$ cat src/bfa_pkg.sv
// ----------------------------------------------------------------------------
// bfa_pkg: shared types for the bitmap frame allocator
// Opcodes, status codes, the command passed from the front end to the
// back end through the command queue, and the back-to-front control group.
// ----------------------------------------------------------------------------
package bfa_pkg;

  localparam int ADDR_W     = 48;  // byte addresses and region lengths
  localparam int CNT_W      = 17;  // frame_limit register and used_count
  localparam int FRAME_W    = 21;  // frame indices, covers the largest frame count
  localparam int IN_DATA_W  = 96;
  localparam int OUT_DATA_W = 72;

  typedef enum logic [1:0] {
    OP_ALLOC   = 2'd0,
    OP_FREE    = 2'd1,
    OP_RELEASE = 2'd2,
    OP_RESERVE = 2'd3
  } opcode_t;

  typedef enum logic [1:0] {
    ST_OK       = 2'd0,
    ST_NO_FRAME = 2'd1,
    ST_BEYOND   = 2'd2
  } status_t;

  // Free block is carried as a one-frame clear.
  typedef enum logic [1:0] {
    CMD_ALLOC = 2'd0,
    CMD_CLEAR = 2'd1,
    CMD_SET   = 2'd2
  } cmd_kind_t;

  typedef struct packed {
    cmd_kind_t            kind;
    logic [FRAME_W-1:0]   start;   // first frame of the run
    logic [FRAME_W-1:0]   stop;    // one past the last frame, clipped to the limit
    logic [FRAME_W-1:0]   count;   // frames in the run, zero when nothing changes
    status_t              status;
  } bfa_cmd_t;

  typedef struct packed {
    logic                 fill_busy;
    logic [FRAME_W-1:0]   limit;
  } bfa_ctl_t;

endpackage

$ cat src/bfa_front.sv
// ----------------------------------------------------------------------------
// bfa_front: request intake and classification
// Registers a request, turns byte address and length into a clipped frame
// run against the frame limit, and hands a command to the queue.
// ----------------------------------------------------------------------------
module bfa_front
  import bfa_pkg::*;
#(
  parameter int BLK_SHIFT = 12
) (
  input  logic              clk,
  input  logic              rst_n,
  input  logic              in_valid,
  output logic              in_ready,
  input  opcode_t           in_op,
  input  logic [ADDR_W-1:0] in_addr,
  input  logic [ADDR_W-1:0] in_bytes,
  input  bfa_ctl_t          ctl,
  output logic              cmd_valid,
  input  logic              cmd_ready,
  output bfa_cmd_t          cmd
);

  // intake register
  logic              f1_vld_r, f1_vld_nxt;
  opcode_t           f1_op_r;
  logic [ADDR_W-1:0] f1_addr_r;
  logic [ADDR_W-1:0] f1_bytes_r;

  // classified stage
  logic               sa_vld_r, sa_vld_nxt;
  cmd_kind_t          sa_kind_r, sa_kind_nxt;
  logic [FRAME_W-1:0] sa_start_r, sa_start_nxt;
  logic [FRAME_W-1:0] sa_stop_r, sa_stop_nxt;
  logic               sa_empty_r, sa_empty_nxt;
  status_t            sa_status_r, sa_status_nxt;

  logic              sa_adv;
  logic              f1_take;
  logic [ADDR_W-1:0] start_full;
  logic [ADDR_W-1:0] n_full;
  logic [ADDR_W:0]   end_full;
  logic [ADDR_W:0]   lim_ext;
  logic              beyond;
  logic              start_ge;

  assign sa_adv   = !sa_vld_r || cmd_ready;
  assign f1_take  = f1_vld_r && sa_adv;
  assign in_ready = !ctl.fill_busy && (!f1_vld_r || sa_adv);

  always_comb begin
    start_full = f1_addr_r >> BLK_SHIFT;
    unique case (f1_op_r) inside
      OP_ALLOC:               n_full = '0;
      OP_FREE:                n_full = ADDR_W'(1);
      OP_RELEASE, OP_RESERVE: n_full = f1_bytes_r >> BLK_SHIFT;
      default:                n_full = '0;
    endcase
    end_full = {1'b0, start_full} + {1'b0, n_full};
    lim_ext  = (ADDR_W + 1)'(ctl.limit);
    beyond   = end_full > lim_ext;
    start_ge = {1'b0, start_full} >= lim_ext;

    unique case (f1_op_r) inside
      OP_ALLOC:           sa_kind_nxt = CMD_ALLOC;
      OP_FREE, OP_RELEASE: sa_kind_nxt = CMD_CLEAR;
      OP_RESERVE:         sa_kind_nxt = CMD_SET;
      default:            sa_kind_nxt = CMD_ALLOC;
    endcase
    sa_start_nxt  = start_full[FRAME_W-1:0];
    sa_stop_nxt   = beyond ? ctl.limit : end_full[FRAME_W-1:0];
    sa_empty_nxt  = start_ge || (f1_op_r == OP_ALLOC);
    sa_status_nxt = ((n_full != '0) && beyond) ? ST_BEYOND : ST_OK;

    f1_vld_nxt = f1_vld_r;
    if (f1_take) begin
      f1_vld_nxt = 1'b0;
    end
    if (in_valid && in_ready) begin
      f1_vld_nxt = 1'b1;
    end

    sa_vld_nxt = sa_vld_r;
    if (sa_adv) begin
      sa_vld_nxt = f1_vld_r;
    end
  end

  always_ff @(posedge clk) begin
    if (!rst_n) begin
      f1_vld_r <= 1'b0;
      sa_vld_r <= 1'b0;
    end else begin
      f1_vld_r <= f1_vld_nxt;
      sa_vld_r <= sa_vld_nxt;
    end
    if (in_valid && in_ready) begin
      f1_op_r    <= in_op;
      f1_addr_r  <= in_addr;
      f1_bytes_r <= in_bytes;
    end
    if (f1_take) begin
      sa_kind_r   <= sa_kind_nxt;
      sa_start_r  <= sa_start_nxt;
      sa_stop_r   <= sa_stop_nxt;
      sa_empty_r  <= sa_empty_nxt;
      sa_status_r <= sa_status_nxt;
    end
  end

  // stop never lies below start when the run is not empty
  always_comb begin
    cmd.kind   = sa_kind_r;
    cmd.start  = sa_start_r;
    cmd.stop   = sa_stop_r;
    cmd.count  = sa_empty_r ? '0 : (sa_stop_r - sa_start_r);
    cmd.status = sa_status_r;
  end

  assign cmd_valid = sa_vld_r;

endmodule

$ cat config.mk
export PLATFORM = sky130hd
export DESIGN_NAME = bfa_front
export DESIGN_NICKNAME = d
export VERILOG_FILES = /design/src/bfa_pkg.sv /design/src/bfa_front.sv
export SDC_FILE = /design/constraint.sdc
export NUM_CORES = 1
export LEC_CHECK = 0
export BUFFER_PORTS_ARGS = -buffer_cell sky130_fd_sc_hd__buf_4
export CAP_MARGIN = 20
export CORE_MARGIN = 2
export CORE_UTILIZATION = 44
export CTS_CLUSTER_DIAMETER = 40
export DETAILED_ROUTE_END_ITERATION = 8
export PLACE_DENSITY_LB_ADDON = 0.12
export SETUP_SLACK_MARGIN = 0.1
export SLEW_MARGIN = 5
export SYNTH_ARGS = -nofsm -noshare
export SYNTH_HDL_FRONTEND = slang
export SYNTH_SLANG_ARGS = --single-unit
$ cat constraint.sdc
create_clock -name clk -period 17.15 [get_ports clk]
set_input_delay 0.8575 -clock clk [delete_from_list [all_inputs] [get_ports clk]]
set_output_delay 0.8575 -clock clk [all_outputs]
set_load 0.02 [all_outputs]
[Word level (Yosys, flattened, before mapping)]
Cells that the tools add are included.
Word-level totals
  flip-flop bits (word level): 147
  input bits: 124
  output and inout bits: 69
  logic and storage cells: 39
Cells by class
  add/sub/neg operators: 2
  $lt $le $gt $ge: 2
  equality and inequality tests: 3
  multiplexer cells: 7
  reductions and logical operators: 15
Operator list (count)
  36-bit case mux with 2 select lines: 1
  48-bit nonzero test: 1
  21-bit two-way mux: 2
  36-bit by 36-bit adder with 37-bit output: 1
  37-bit by 21-bit greater-than comparator with 1-bit output: 1
  36-bit by 21-bit >= comparator with 1-bit output: 1
  21-bit subtractor: 1
  2-bit equality test, second input constant: 2
  1-bit logical AND: 4
  2-bit case mux with 2 select lines: 1
  2-bit OR reduction: 2
  1-bit logical NOT: 3
  1-bit logical OR: 3
  2-bit by 1-bit equality test with 1-bit output, second input constant: 1
  2-bit logical NOT: 1
  1-bit two-way mux: 2
  2-bit two-way mux: 1
  2-bit nonzero test: 1

[Logic depth before layout (Yosys ltp)]
  word-level depth: 7
  gate-level depth with buffers: 28
  mapped depth without buffers: 25

[Worst setup path after synthesis]
OpenSTA, ideal clock, no wires.
  path type: register -> register
  from: register f1_op_r[1]
  to: register sa_stop_r[12], data pin
  library setup time: 0.262 ns
  arrival time: 5.660 ns
  data required time: 16.888 ns
  slack: 11.228 ns
  cell stages (with the launch flop): 25
  path buffers: 3
  period minus slack after synthesis: 5.922 ns
  cells stage by stage: edfxtp_1 ha_1 or2_2 clkbuf_1 clkbuf_1 and2_1 ha_1 a2111o_1 o21ai_1 a21oi_1 a21oi_1 o21ai_0 xnor2_1 ha_1 and4_1 a221oi_1 a31oi_1 a2111oi_0 o211ai_1 a2111oi_0 nor4b_2 nand4_1 nor4_4 buf_6 mux2_1
Between the ends
  cells in the longest elaborated chain, start to end: 6
  elaborated cells on any way between the ends: 8
  classes of those cells: add/sub (1); order compare (1); eq/ne (3); mux (2); reduce/logical (1)
Ends and longest elaborated chain
  start, declared: RTL line bfa_front.sv:26  | opcode_t f1_op_r;
  start signal, assigned: RTL line bfa_front.sv:98  | f1_op_r <= in_op;
  2-bit equality test (no line)
  2-bit OR reduction: RTL line bfa_front.sv:53  | unique case (f1_op_r) inside
  36-bit case mux with 2 select lines (*): RTL line bfa_front.sv:53
  36-bit by 36-bit adder with 37-bit output (*): RTL line bfa_front.sv:59  | end_full = {1'b0, start_full} + {1'b0, n_full};
  37-bit by 21-bit greater-than comparator with 1-bit output: RTL line bfa_front.sv:61  | beyond = end_full > lim_ext;
  21-bit two-way mux (*): RTL line bfa_front.sv:71  | sa_stop_nxt = beyond ? ctl.limit : end_full[FRAME_W-1:0];
  named net sa_stop_nxt[12]: RTL line bfa_front.sv:34  | logic [FRAME_W-1:0] sa_stop_r, sa_stop_nxt;
  end signal, assigned: RTL line bfa_front.sv:105  | sa_stop_r <= sa_stop_nxt;
  end, declared: RTL line bfa_front.sv:34
The timed path passes the listed nets; every way through them passes the cells marked *.
A chain may end at the register's enable or synchronous reset.

[Worst setup path after layout]
  from: register f1_op_r[1]
  to: register sa_stop_r[0], data pin
The elaborated chain is that of the path after synthesis.

==> impl_metrics.env <==
export IMPL_status="complete, no violations"
export IMPL_synth_warnings=0
export IMPL_grt_usage_pct=19.8
export IMPL_crit_path_start_kind="flop"
export IMPL_clkPwrFrac_pct=38.9
export IMPL_cts_num_sinks=122
export IMPL_syn_avg_cell_area_um2=10.4
export IMPL_synthCells=806
export IMPL_grt_pass1_vias=6265
export IMPL_relSlewSlack_pct=34.4
export IMPL_area_growth_pct=23.8
export IMPL_hpwl_um=15500
export IMPL_row_count=50
export IMPL_async_flop_share_pct=0
export IMPL_p_sw_share_pct=25.7
export IMPL_critPathMaxFanout=35
export IMPL_fmax_mhz=141
export IMPL_reg2reg_depth=22
export IMPL_min_to="sa_start_r[12]"
export IMPL_synth_common_cells="edfxtp_1 (120), ha_1 (101), inv_1 (68), a21oi_1 (66), nor2_1 (54)"
export IMPL_synth_flop_cell="edfxtp_1"
export IMPL_first_iter_violations=344
export IMPL_cp_arrival_ns=7.25
export IMPL_clock_path_buffers=2
export IMPL_dieArea_um2=20200
export IMPL_cts_tree="yes"
export IMPL_io_pins=193
export IMPL_cts_buffers=17
export IMPL_vias_per_cell=5.29
export IMPL_crit_type="reg2reg"
export IMPL_ant_nets=0
export IMPL_power_switching_w=0.000210
export IMPL_hold_viol_final=0
export IMPL_max_slew_worst_pin_slew_ns=0.984
export IMPL_antenna_found_initial=0
export IMPL_synth_seq_cells=122
export IMPL_p_leak_nw=4.61
export IMPL_cts_hold_buffers=0
export IMPL_cts_root_buf="clkbuf_16"
export IMPL_worstSetupStartpoint="f1_op_r[1]"
export IMPL_fin_nets=1202
export IMPL_vias=6459
export IMPL_antenna_cells=0
export IMPL_clk_pin_slew_ns=0.05
export IMPL_skew_ns=0.00629
export IMPL_drc=0
export IMPL_power_frac_comb_pct=18.5
export IMPL_utilization_pct=55.7
export IMPL_synth_cell_types=61
export IMPL_postLayoutCellArea_um2=10400
export IMPL_die_w_um=142
export IMPL_synth_edff_count=120
export IMPL_worstHoldStart="f1_addr_r[24]"
export IMPL_reg2reg_slack_ns=10.05
export IMPL_synth_most_common_cell="edfxtp_1"
export IMPL_grt_ovfl_total=0
export IMPL_ys_seq_area_share_pct=43.3
export IMPL_use_met2_pct=33.1
export IMPL_yosys_area_top_type="edfxtp_1"
export IMPL_io_buffers=167
export IMPL_power_density_nw_per_um2=78.3
export IMPL_coreArea_um2=18700
export IMPL_grt_pass1_wl_um=30900
export IMPL_detail_route_wirelength_um=19500
export IMPL_r2r_start="f1_op_r[1]"
export IMPL_required_ns=17.30
export IMPL_use_met3_pct=4.17
export IMPL_pwr_share_seq_pct=42.6
export IMPL_tns_ns=0
export IMPL_min_period_over_period_pct=41.4
export IMPL_synth_top_area_share_pct=42.8
export IMPL_synth_area_leaders="edfxtp_1 (43%), ha_1 (15%), a21oi_1 (3.9%), inv_1 (3.0%), a21o_1 (2.8%)"
export IMPL_internal_power_w=0.000606
export IMPL_wl_per_cell_um=15.9
export IMPL_htreeDepth=4
export IMPL_drv_slew=0
export IMPL_netlist_area_um2=8410
export IMPL_fin_hold_ws_ns=0.529
export IMPL_cts_setup_buffers=0
export IMPL_reg2reg_to="sa_stop_r[0]"
export IMPL_hold_path_class="reg2reg"
export IMPL_cts_resized=0
export IMPL_grt_max_degree=76
export IMPL_rsz0062_at_grt="no"
export IMPL_setup_violations_final=0
export IMPL_die_y_um=142
export IMPL_min_period_ns=7.10
export IMPL_syn_num_nets=1033
export IMPL_worstSetupEndpointType="flop"
export IMPL_n_fill_cell=1636
export IMPL_p_total_w=0.000815
export IMPL_start_util_pct=45.0
export IMPL_placed_area_um2=9890
export IMPL_top_usage_layer="met2"
export IMPL_use_met1_pct=25.8
export IMPL_gp_congestion=0.914
export IMPL_drive_gt1_share_pct=21.2
export IMPL_hold_depth=0
export IMPL_dr_pass1_iters=4
export IMPL_maxCapViolations=0
export IMPL_clkLatencyLatePin_ns=0.41
export IMPL_peakVddDrop_uv=56.6
==> routing by layer <==
layer | part of all wire, % | vias up | wire length (µm)
met5 | 0 | - | 0
met4 | 1.6 | 0 | 317
met3 | 5.1 | 16 | 996
met2 | 47 | 162 | 9190
met1 | 46 | 2949 | 8990
li1 | - | 3332 | -
==> cell families after synthesis <==
kind of cell,count (synthesis),share of synthesized area (%)
mux,23,3.03
compound gates,206,15.8
xor+xnor,43,4.48
simple gates,221,13.7
fa+ha+maj,103,15.5
other cells,1,0.0446
buf+inv,87,4.11
flops,122,43.3
==> layout by cell type (no fill, tap or decap), types with 3 or more instances in the layout <==
cell type and n:
a2111oi_0 4, a211oi_1 7, a21boi_0 4, a21o_1 31, a21oi_1 66, a31oi_1 7, and2_1 36, and3_1 9
buf_4 169, clkbuf_1 5, clkbuf_16 17, clkinv_2 5, edfxtp_1 120, ha_1 101, inv_1 68, mux2_1 18
mux2i_1 3, nand2_1 38, nand2b_1 5, nand3_1 14, nand4_1 14, nor2_1 54, nor2b_1 11, nor3_1 12
nor4_1 13, o211ai_1 8, o21a_1 9, o21ai_0 28, o21ai_1 4, o21bai_1 11, o31ai_1 5, o41ai_1 3
or2_2 5, xnor2_1 24, xor2_1 19
==> metrics by stage <==
step	instances	worst slack, ns
after global routing	1222	9.54
after detailed placement	1190	9.99
after global placement	1190	10.02
final	1222	10.05
after floorplan	806	11.23
after CTS	1222	9.97
==> critical path, cell delays in order, from the launching register on <==
cell	delay [ns]
edfxtp_1	0.43
ha_1	0.22
or2_2	0.51
and2_1	0.27
ha_1	0.36
a2111o_1	0.47
o21ai_1	0.21
a21oi_1	0.10
a21oi_1	0.34
o21ai_0	0.19
xnor2_1	0.30
ha_1	0.32
and4_1	0.20
a221oi_1	0.39
a31oi_1	0.13
a2111oi_0	0.39
o211ai_1	0.17
a2111oi_0	0.31
nor4b_2	0.28
nand4_1	0.18
nor4_4	0.28
buf_4	0.35
mux2_2	0.40
==> worst max-delay path by stage <==
| stage | to | slack (ns) |
|---|---|---|
| final | sa_stop_r[0] | 10.05 |
| after global routing | sa_stop_r[0] | 9.54 |
| after CTS | sa_stop_r[0] | 9.97 |
| after detailed placement | sa_stop_r[0] | 9.99 |
| after global placement | sa_stop_r[0] | 10.02 |
| after floorplan | sa_stop_r[12] | 11.23 |
==> power groups by stage <==
| stage | clock, W | sequential, W | combinational [W] |
|---|---|---|---|
| 2_1_floorplan | 0 | 0.000355 | 0.0000985 |
| 3_3_place_gp | 0 | 0.000353 | 0.000149 |
| 3_5_place_dp | 0 | 0.000354 | 0.000150 |
| 4_1_cts | 0.000326 | 0.000348 | 0.000151 |
| 5_1_grt | 0.000340 | 0.000348 | 0.000170 |
| 6_report | 0.000317 | 0.000348 | 0.000151 |
==> cell type report <==
cell class	instances	area [µm²]	share of cell area, %
repair buffers	169	1270	12.2
inverters	68	255	2.45
well taps	234	293	2.81
clock buffers	22	444	4.26
flip-flops and latches	122	3640	35.0
multi-input cells	597	4430	42.6
clock inverters	10	77.6	0.745
==> registers in the layout (all words and copies together), names as in the netlist <==
register     count
cmd_valid        1
f1_op_r          2
f1_vld_r         1
f1_addr_r       36
sa_start_r      21
sa_status_r      1
sa_kind_r        2
sa_stop_r       21
f1_bytes_r      36
sa_empty_r       1
Note: power is estimated with default switching activity, not from simulation.
