<file path="src/bfa_pkg.sv">
// ----------------------------------------------------------------------------
// bfa_pkg: shared types for the bitmap frame allocator
// Opcodes, status codes, the command passed from the front end to the
// back end through the command queue, and the back-to-front control group.
// ----------------------------------------------------------------------------
package bfa_pkg;

  localparam int ADDR_W     = 48;  // byte addresses and region lengths
  localparam int CNT_W      = 17;  // frame_limit register and used_count
  localparam int FRAME_W    = 21;  // frame indices, covers the largest frame count
  localparam int IN_DATA_W  = 96;
  localparam int OUT_DATA_W = 72;

  typedef enum logic [1:0] {
    OP_ALLOC   = 2'd0,
    OP_FREE    = 2'd1,
    OP_RELEASE = 2'd2,
    OP_RESERVE = 2'd3
  } opcode_t;

  typedef enum logic [1:0] {
    ST_OK       = 2'd0,
    ST_NO_FRAME = 2'd1,
    ST_BEYOND   = 2'd2
  } status_t;

  // Free block is carried as a one-frame clear.
  typedef enum logic [1:0] {
    CMD_ALLOC = 2'd0,
    CMD_CLEAR = 2'd1,
    CMD_SET   = 2'd2
  } cmd_kind_t;

  typedef struct packed {
    cmd_kind_t            kind;
    logic [FRAME_W-1:0]   start;   // first frame of the run
    logic [FRAME_W-1:0]   stop;    // one past the last frame, clipped to the limit
    logic [FRAME_W-1:0]   count;   // frames in the run, zero when nothing changes
    status_t              status;
  } bfa_cmd_t;

  typedef struct packed {
    logic                 fill_busy;
    logic [FRAME_W-1:0]   limit;
  } bfa_ctl_t;

endpackage

</file>
<file path="src/bfa_cmd_fifo.sv">
// ----------------------------------------------------------------------------
// bfa_cmd_fifo: two-entry command queue
// Decouples request classification from bitmap execution.
// ----------------------------------------------------------------------------
module bfa_cmd_fifo
  import bfa_pkg::*;
(
  input  logic     clk,
  input  logic     rst_n,
  input  logic     in_valid,
  output logic     in_ready,
  input  bfa_cmd_t in_cmd,
  output logic     out_valid,
  input  logic     out_ready,
  output bfa_cmd_t out_cmd
);

  bfa_cmd_t   slot_r [2];
  logic       wr_ptr_r, wr_ptr_nxt;
  logic       rd_ptr_r, rd_ptr_nxt;
  logic [1:0] cnt_r, cnt_nxt;
  logic       push;
  logic       pop;

  assign in_ready  = (cnt_r != 2'd2);
  assign out_valid = (cnt_r != 2'd0);
  assign out_cmd   = slot_r[rd_ptr_r];
  assign push      = in_valid && in_ready;
  assign pop       = out_valid && out_ready;

  always_comb begin
    wr_ptr_nxt = push ? !wr_ptr_r : wr_ptr_r;
    rd_ptr_nxt = pop ? !rd_ptr_r : rd_ptr_r;
    cnt_nxt    = cnt_r + {1'b0, push} - {1'b0, pop};
  end

  always_ff @(posedge clk) begin
    if (!rst_n) begin
      wr_ptr_r <= 1'b0;
      rd_ptr_r <= 1'b0;
      cnt_r    <= 2'd0;
    end else begin
      wr_ptr_r <= wr_ptr_nxt;
      rd_ptr_r <= rd_ptr_nxt;
      cnt_r    <= cnt_nxt;
    end
    if (push) begin
      slot_r[wr_ptr_r] <= in_cmd;
    end
  end

endmodule

</file>
<file path="config.mk">
export PLATFORM = sky130hd
export DESIGN_NAME = bfa_cmd_fifo
export DESIGN_NICKNAME = d
export VERILOG_FILES = /design/src/bfa_pkg.sv /design/src/bfa_cmd_fifo.sv
export SDC_FILE = /design/constraint.sdc
export NUM_CORES = 1
export LEC_CHECK = 0
export BUFFER_PORTS_ARGS = -buffer_cell sky130_fd_sc_hd__buf_2
export CAP_MARGIN = 20
export CORE_ASPECT_RATIO = 1.2
export CORE_MARGIN = 5
export CORE_UTILIZATION = 35
export CTS_BUF_LIST = sky130_fd_sc_hd__clkbuf_4
export CTS_CLUSTER_DIAMETER = 120
export DETAILED_ROUTE_END_ITERATION = 7
export GPL_TIMING_DRIVEN = 1
export PLACE_DENSITY = 0.68
export SETUP_SLACK_MARGIN = 0.2
export SKIP_CTS_REPAIR_TIMING = 1
export SYNTH_ARGS = -nofsm -noshare
export SYNTH_HDL_FRONTEND = slang
export SYNTH_SLANG_ARGS = --single-unit
export TNS_END_PERCENT = 100
</file>
<file path="constraint.sdc">
create_clock -name clk -period 3.85 [get_ports clk]
set_input_delay 0.77 -clock clk [delete_from_list [all_inputs] [get_ports clk]]
set_output_delay 0.77 -clock clk [all_outputs]
set_load 0.01 [all_outputs]
</file>
# Yosys cells after proc, flatten, opt, wreduce, memory -nomap -nowiden
# Memory sizes are Yosys's and may differ from the RTL's. A register that Yosys moved wholly into a read port is not among the register bits.
# Cells that the tools add are included.
# Widths: inputs -> output; s select.
[totals]
reg_bits = 4
elab_cells = 16
romBits = 0
mem_bits_rw = 134
n_memories = 1
out_inout_bits = 69
in_bits = 71
latch_bits = 0
[classes]
reduce_logical = 5
n_lt_le_gt_ge = 0
n_mux = 4
multipliers = 0
add_sub_neg = 2
n_div = 0
eq_ne = 1
bitwise = 0
n_shift = 0
[memory_table]
columns = ["memory", "depth", "width", "rd", "rd_ports_with_merged_regs", "write_ports", "line", "text"]
rows = [
  ["slot_r", 2, 67, 1, 1, 1, "bfa_cmd_fifo.sv:18", "bfa_cmd_t slot_r [2];"],
]
[op_table]
columns = ["cell", "n"]
rows = [
  ["$mux 1", 4],
  ["$add 2x1->2", 1],
  ["$logic_and 1x1->1", 2],
  ["$logic_not 1->1", 2],
  ["$ne 2x2->1 const B", 1],
  ["$reduce_bool 2->1", 1],
  ["$sub 2x1->2", 1],
]

# Depth between registers and ports, before layout
# Gate-level depths: netlist (run 1).
[logic_depth]
ltp_word = 4
mapped_depth = 6
mapped_depth_nobuf = 6

# Least setup slack after synthesis (run 1)
# OpenSTA, ideal clock, no wires.
[synth_path]
path_type = "in2reg"
from = "input port in_valid"
to = "memory slot_r[1][0] (netlist bit), enable pin"
path_stages = 1
arrival_ns = 2.392
n_path_buf = 0
t_required_ns = 3.417
setup_time_ns = 0.433
setup_slack_ns = 1.025
path_cell_list = "and3_1"
[synth_between]
elab_chain_len = 3
[synth_lines]
columns = ["element", "line", "text"]
rows = [
  ["from (decl)", "bfa_cmd_fifo.sv:10", "input logic in_valid,"],
  ["$logic_and 1x1->1", "bfa_cmd_fifo.sv:28", "assign push = in_valid && in_ready;"],
  ["$mux 1", "bfa_cmd_fifo.sv:47", "if (push) begin"],
  ["$mux 1 (implied by the code)", "bfa_cmd_fifo.sv:48", "slot_r[wr_ptr_r] <= in_cmd;"],
  ["to (decl)", "bfa_cmd_fifo.sv:18", ""],
]
# No other way between the ends.

==> results_dict.tcl, run 1 <==
set metrics [dict create \
    status "finished, final reports clean" \
    async_flop_share 0 \
    crit_required_ns 3.08 \
    maxSlewViolCount 0 \
    synth_top_area_cell "edfxtp_1" \
    drive_gt1_frac 0.520 \
    grt_max_degree 68 \
    grt_util_all_layers 0.114 \
    dr.pass1.iters 4 \
    num_antenna_cells 0 \
    arrival_ns 2.10 \
    ant_nets 0 \
    via_per_inst 4.54 \
    clkSinkCount 139 \
    synth.top_cells.by_count "edfxtp_1, mux2_2, mux2_1, dfxtp_1, nor2_1" \
    die_w_um 120 \
    cts_tree "yes" \
    drc_errors 0 \
    critPathLaunchType "register" \
    synth_top_area_frac 0.789 \
    power_density_nw_per_um2 575 \
    report.final.setup_viol 0 \
    clkTransAtPathRegs_ns 0.11 \
    p_sw_frac 0.255 \
    post-route-period-util 0.746 \
    power_frac_clock 0.277 \
    cp_max_fo 67 \
    p_seq_frac 0.540 \
    drtIter0Drc 106 \
    yosysMostFrequentCell "edfxtp_1" \
    clock-root-buffer "clkbuf_4" \
    netlist_instances 238 \
    hp-class "input pin to register" \
    rsz0062_at_grt "no" \
    hpwl_um 6130 \
    num_io_pins 140 \
    syn_area_um2 5100 \
    synth_area_leaders "edfxtp_1, mux2_2, mux2_1" \
    area_delta_synth_final_pct 23.3 \
    avgRoutedWirePerCell_um 16.5 \
    hold-worst-slack_ns 0.446 \
    yosysSeqAreaShare 0.809 \
    dieArea_um2 17100 \
    cts_buffer_depth 2 \
    start_util 0.355 \
    power_leakage_nw 2.34 \
    clock_latency_ns 0.50 \
    syn_nets 310 \
    p_sw_w 0.000921 \
    h-tree-depth 4 \
    antenna_found_initial 0 \
    crit_path_end_kind "primary output" \
    cts_buffers 17 \
    gp_congestion 0.677 \
    grt_pass1_vias 2920 \
    grt_overflow_total 0 \
    p_int_w 0.00269 \
    grt_pass1_wl_um 14600 \
    syn_avg_cell_area_um2 21.4 \
    slew_headroom 0.347 \
    finalClockSkew_ns 0.00679 \
    synth_edf_count 134 \
    ys_ff_latch 139 \
    share_comb_of_total_power 0.183 \
    ys_types 26 \
    finalHoldViolations 0 \
    ir_worst_vdd_mv 0.354 \
    die_h_um 142 \
    synth_flop_cell "edfxtp_1" \
    final_nets 462 \
    io_buffers 139 \
    cap_violations 0 \
    fin_tns_setup_ns 0 \
    fin_crit_ns 2.87 \
    yosys_warnings 0 \
    num_vias 2622 \
    path_class "register to primary output" \
    wl_um 9530 \
    core_area_um2 14400 \
    rows 48 \
    tightest_slew_ns 0.979 \
    max_freq_mhz 348 \
]
==> worst max-delay path, cell delays in order (launching register included) <==
cell	delay [ns]
dfxtp_4	0.97
mux2_2	0.42
buf_2	0.14
==> stage by stage <==
stage	util	total power, W	setup WS [ns]	instance area, um^2	cells
4_1_cts	0.438	0.00369	0.863	6290	577
3_3_place_gp	0.417	0.00265	1.50	5990	546
6_report	0.438	0.00361	0.977	6290	577
5_1_grt	0.438	0.00382	0.788	6290	577
2_1_floorplan	-	0.00238	1.03	5100	238
3_5_place_dp	0.417	0.00267	1.49	5990	546
==> path summary, 6_finish.rpt <==
path	slack [ns]	from	end	depth (start not counted)
max	0.98	register	out_cmd[8]	2
max reg2reg	1.87	cnt_r[0]	slot_r[0][49]	4
min	0.45	in_cmd[40]	slot_r[0][40]	1
min reg2reg	0.52	rd_ptr_r	rd_ptr_r	2
==> flip-flops by register name, indices dropped and copies added (netlist names), named ones only <==
| signal | count |
|---|---|
| cnt_r | 2 |
| rd_ptr_r | 1 |
| slot_r | 134 |
| wr_ptr_r | 1 |
==> layout by cell type, fill, tap and decap left out, types with 2 or more instances in the layout <==
cell / count
buf_2: 139
bufinv_16: 4
mux2_2: 37
clkinv_1: 5
o21ai_0: 2
nor2_1: 4
mux2_1: 30
dfxtp_1: 4
clkbuf_4: 20
edfxtp_1: 134
==> power groups by stage <==
stage                     clock network [W]  registers (W)  logic [W]
after floorplan                           0        0.00190   0.000477
after global placement                    0        0.00198   0.000670
after detailed placement                  0        0.00199   0.000677
after CTS                           0.00105        0.00196   0.000681
after global routing                0.00113        0.00197   0.000722
final                               0.00100        0.00195   0.000662
==> routing by layer <==
| layer | part of all wire | wire length, um | GRT usage |
|---|---|---|---|
| met5 | 0 | 0 | 0 |
| met4 | 0.015 | 144 | 0.0489 |
| met3 | 0.069 | 654 | 0.0489 |
| met2 | 0.52 | 4960 | 0.199 |
| met1 | 0.40 | 3770 | 0.119 |
==> cell type report <==
type	instances	area (um^2)
Timing Repair Buffer	140	716
Sequential cell	139	4130
Multi-Input combinational cell	90	916
Inverter	2	7.51
Clock buffer	20	150
Clock inverter	11	151
Tap cell	175	219
Fill cell	1293	8070
==> logic make-up after synthesis <==
family                     after synthesis  share of synthesized area
AOI/OAI and AO/OA                        6                    0.00859
adders and majority gates                1                    0.00245
xor gates and xnor gates                 1                    0.00172
DFF                                    139                      0.809
muxes                                   67                      0.148
and+or+nand+nor                         15                     0.0179
buffers and inverters                    9                     0.0125
(Power assumes the default switching activity.)
==> inputs of run 2 (changes only) <==
--- a/config.mk
+++ b/config.mk
@@ -5,6 +5,7 @@
 export SDC_FILE = /design/constraint.sdc
 export NUM_CORES = 1
 export LEC_CHECK = 0
+export ABC_AREA = 1
 export BUFFER_PORTS_ARGS = -buffer_cell sky130_fd_sc_hd__buf_2
 export CAP_MARGIN = 20
 export CORE_ASPECT_RATIO = 1.2
==> constraint.sdc (replaced) <==
create_clock -name clk -period 2.9 [get_ports clk]
set_input_delay 0.58 -clock clk [delete_from_list [all_inputs] [get_ports clk]]
set_output_delay 0.58 -clock clk [all_outputs]
set_load 0.01 [all_outputs]
==> results_dict.tcl, run 2 <==
set metrics [dict create \
    hp-class "input pin to register" \
    syn_area_um2 5180 \
    cts_buffers 17 \
    p_sw_frac 0.277 \
    grt_pass1_vias 3004 \
    yosysSeqAreaShare 0.796 \
    ant_nets 0 \
    dieArea_um2 17300 \
    fin_crit_ns 2.50 \
    p_sw_w 0.00146 \
    clkTransAtPathRegs_ns 0.12 \
    via_per_inst 4.33 \
    cp_max_fo 42 \
    area_delta_synth_final_pct 24.4 \
    async_flop_share 0 \
    report.final.setup_viol 0 \
    die_w_um 121 \
    regMostFlops "slot_r" \
    gp_congestion 0.665 \
    cts_buffer_depth 2 \
    drc_errors 0 \
    rsz0062_at_grt "no" \
    grt_overflow_total 0 \
    r2r_setup_slack_ns 1.16 \
    r2r-end "slot_r[0][38]" \
    io_buffers 139 \
    crit_required_ns 2.32 \
    clkSinkCount 139 \
    finalClockSkew_ns 0.0125 \
    ys_ff_latch 139 \
    p_int_w 0.00381 \
    largest_register_ffs 134 \
    hpwl_um 6600 \
    yosysMostFrequentCell "edfxtp_1" \
    rows 48 \
    share_comb_of_total_power 0.260 \
    start_util 0.358 \
    antenna_found_initial 0 \
    post-route-period-util 0.861 \
    max_freq_mhz 400 \
    mostFrequentLayoutCells "buf_2, edfxtp_1, mux2_2, mux2_4, clkbuf_4" \
    multi_input_area_um2 988 \
    seq_area_um2 4130 \
    drive_gt1_frac 0.587 \
    power_leakage_nw 2.46 \
    fin_area_um2 6440 \
    final_nets 473 \
    clock-root-buffer "clkbuf_4" \
    dr.pass1.iters 4 \
    ys_types 14 \
    status "finished, final reports clean" \
    crit_end "out_cmd[30]" \
    yosys_warnings 0 \
    slew_headroom 0.625 \
    ir_worst_vdd_mv 0.411 \
    grt_pass1_wl_um 14800 \
    grt_util_all_layers 0.115 \
    synth_edf_count 134 \
    drtIter0Drc 99 \
    synth_flop_cell "edfxtp_1" \
    cap_violations 0 \
    synth.top_cells.by_count "edfxtp_1, mux2_2, mux2_4, nand2_1, nor2_1" \
    final_common_cell "buf_2" \
    fillers 1285 \
    num_io_pins 140 \
    reg2reg_from "cnt_r[0]" \
    synth_top_area_cell "edfxtp_1" \
    power_frac_clock 0.236 \
    path_class "register to primary output" \
    wl_um 9670 \
    die_h_um 143 \
    critPathLaunchType "register" \
    post-route-util 0.445 \
    place_area_um2 6140 \
    maxSlewViolCount 0 \
    synth_top_area_frac 0.777 \
    fin_tns_setup_ns 0 \
    power_density_nw_per_um2 818 \
    num_vias 2660 \
    core_area_um2 14500 \
    syn_nets 316 \
    netlist_instances 244 \
    reg_top3 "slot_r: 134 flops, cnt_r: 2 flops" \
    p_seq_frac 0.503 \
    h-tree-depth 4 \
    hold_depth 1 \
    clock_latency_ns 0.53 \
    rr_worst_depth 5 \
    syn_avg_cell_area_um2 21.2 \
    grt_max_degree 43 \
    avgRoutedWirePerCell_um 15.7 \
    tightest_slew_ns 0.563 \
    arrival_ns 1.92 \
    cts_tree "yes" \
    synth_area_leaders "edfxtp_1, mux2_4, mux2_2" \
    num_antenna_cells 0 \
    finalHoldViolations 0 \
    crit_path_end_kind "primary output" \
]
run 2: cell types whose count changed after synthesis, moves of 2 or more:
cell	delta
o21ai_0	-2
inv_1	+5
nand2_1	+11
mux2_4	+30
nor2_1	+5
and3_1	-2
mux2_1	-30
run 2: worst min-delay path by stage:
| stage | slack, ns | endpoint | from |
|---|---|---|---|
| after floorplan | 0.47 | register | rd_ptr_r |
| after global placement | 0.48 | rd_ptr_r | rd_ptr_r |
| after detailed placement | 0.50 | rd_ptr_r | rd_ptr_r |
| after CTS | 0.15 | slot_r[0][24] | in_cmd[24] |
| after global routing | 0.15 | slot_r[1][50] | in_cmd[50] |
| final | 0.23 | slot_r[0][24] | in_cmd[24] |
run 2: routing by layer:
layer,vias up,wire [um],GRT usage
met3,17,696,0.0444
met5,-,0,0
met4,0,209,0.0609
li1,1258,-,-
met2,91,5170,0.207
met1,1294,3590,0.114
run 2: logic make-up (layout without fill, tap and decap cells):
logic type | Yosys count | count (layout) | share of synthesized area
compound gates | 1 | 1 | 0.000965
buf+inv | 14 | 184 | 0.0159
flops | 139 | 139 | 0.796
simple gates | 21 | 21 | 0.0155
fa+ha+maj | 1 | 1 | 0.00242
xor+xnor | 1 | 1 | 0.00169
mux | 67 | 67 | 0.167
run 2: through the flow:
stage / total power, W / setup WS [ns] / std cells / hold slack, ns
finish: 0.00527 / 0.402 / 614 / 0.231
global route: 0.00558 / 0.258 / 614 / 0.149
global placement: 0.00404 / 0.863 / 581 / 0.482
floorplan: 0.00358 / -0.0290 / 244 / 0.467
detailed placement: 0.00409 / 0.824 / 581 / 0.503
CTS: 0.00535 / 0.184 / 613 / 0.152
run 2: worst max-delay path, stage by stage (launching register included):
cell and delay (ns):
dfxtp_4 0.52, buf_12 0.31, mux2_2 0.38, buf_2 0.14
run 2: final cells by class:
cell class / instances / area share
flip-flops and latches: 139 / 0.641
multi-input cells: 91 / 0.153
repair buffers: 145 / 0.118
well taps: 200 / 0.0388
clock inverters: 14 / 0.0239
clock buffers: 18 / 0.0210
inverters: 7 / 0.00408
run 2: power groups by stage:
stage               combinational (W)  sequential (W)  clock (W)
floorplan                    0.000928         0.00266          0
global placement              0.00134         0.00270          0
detailed placement            0.00137         0.00272          0
CTS                           0.00137         0.00267    0.00131
global route                  0.00150         0.00268    0.00140
finish                        0.00137         0.00265    0.00125
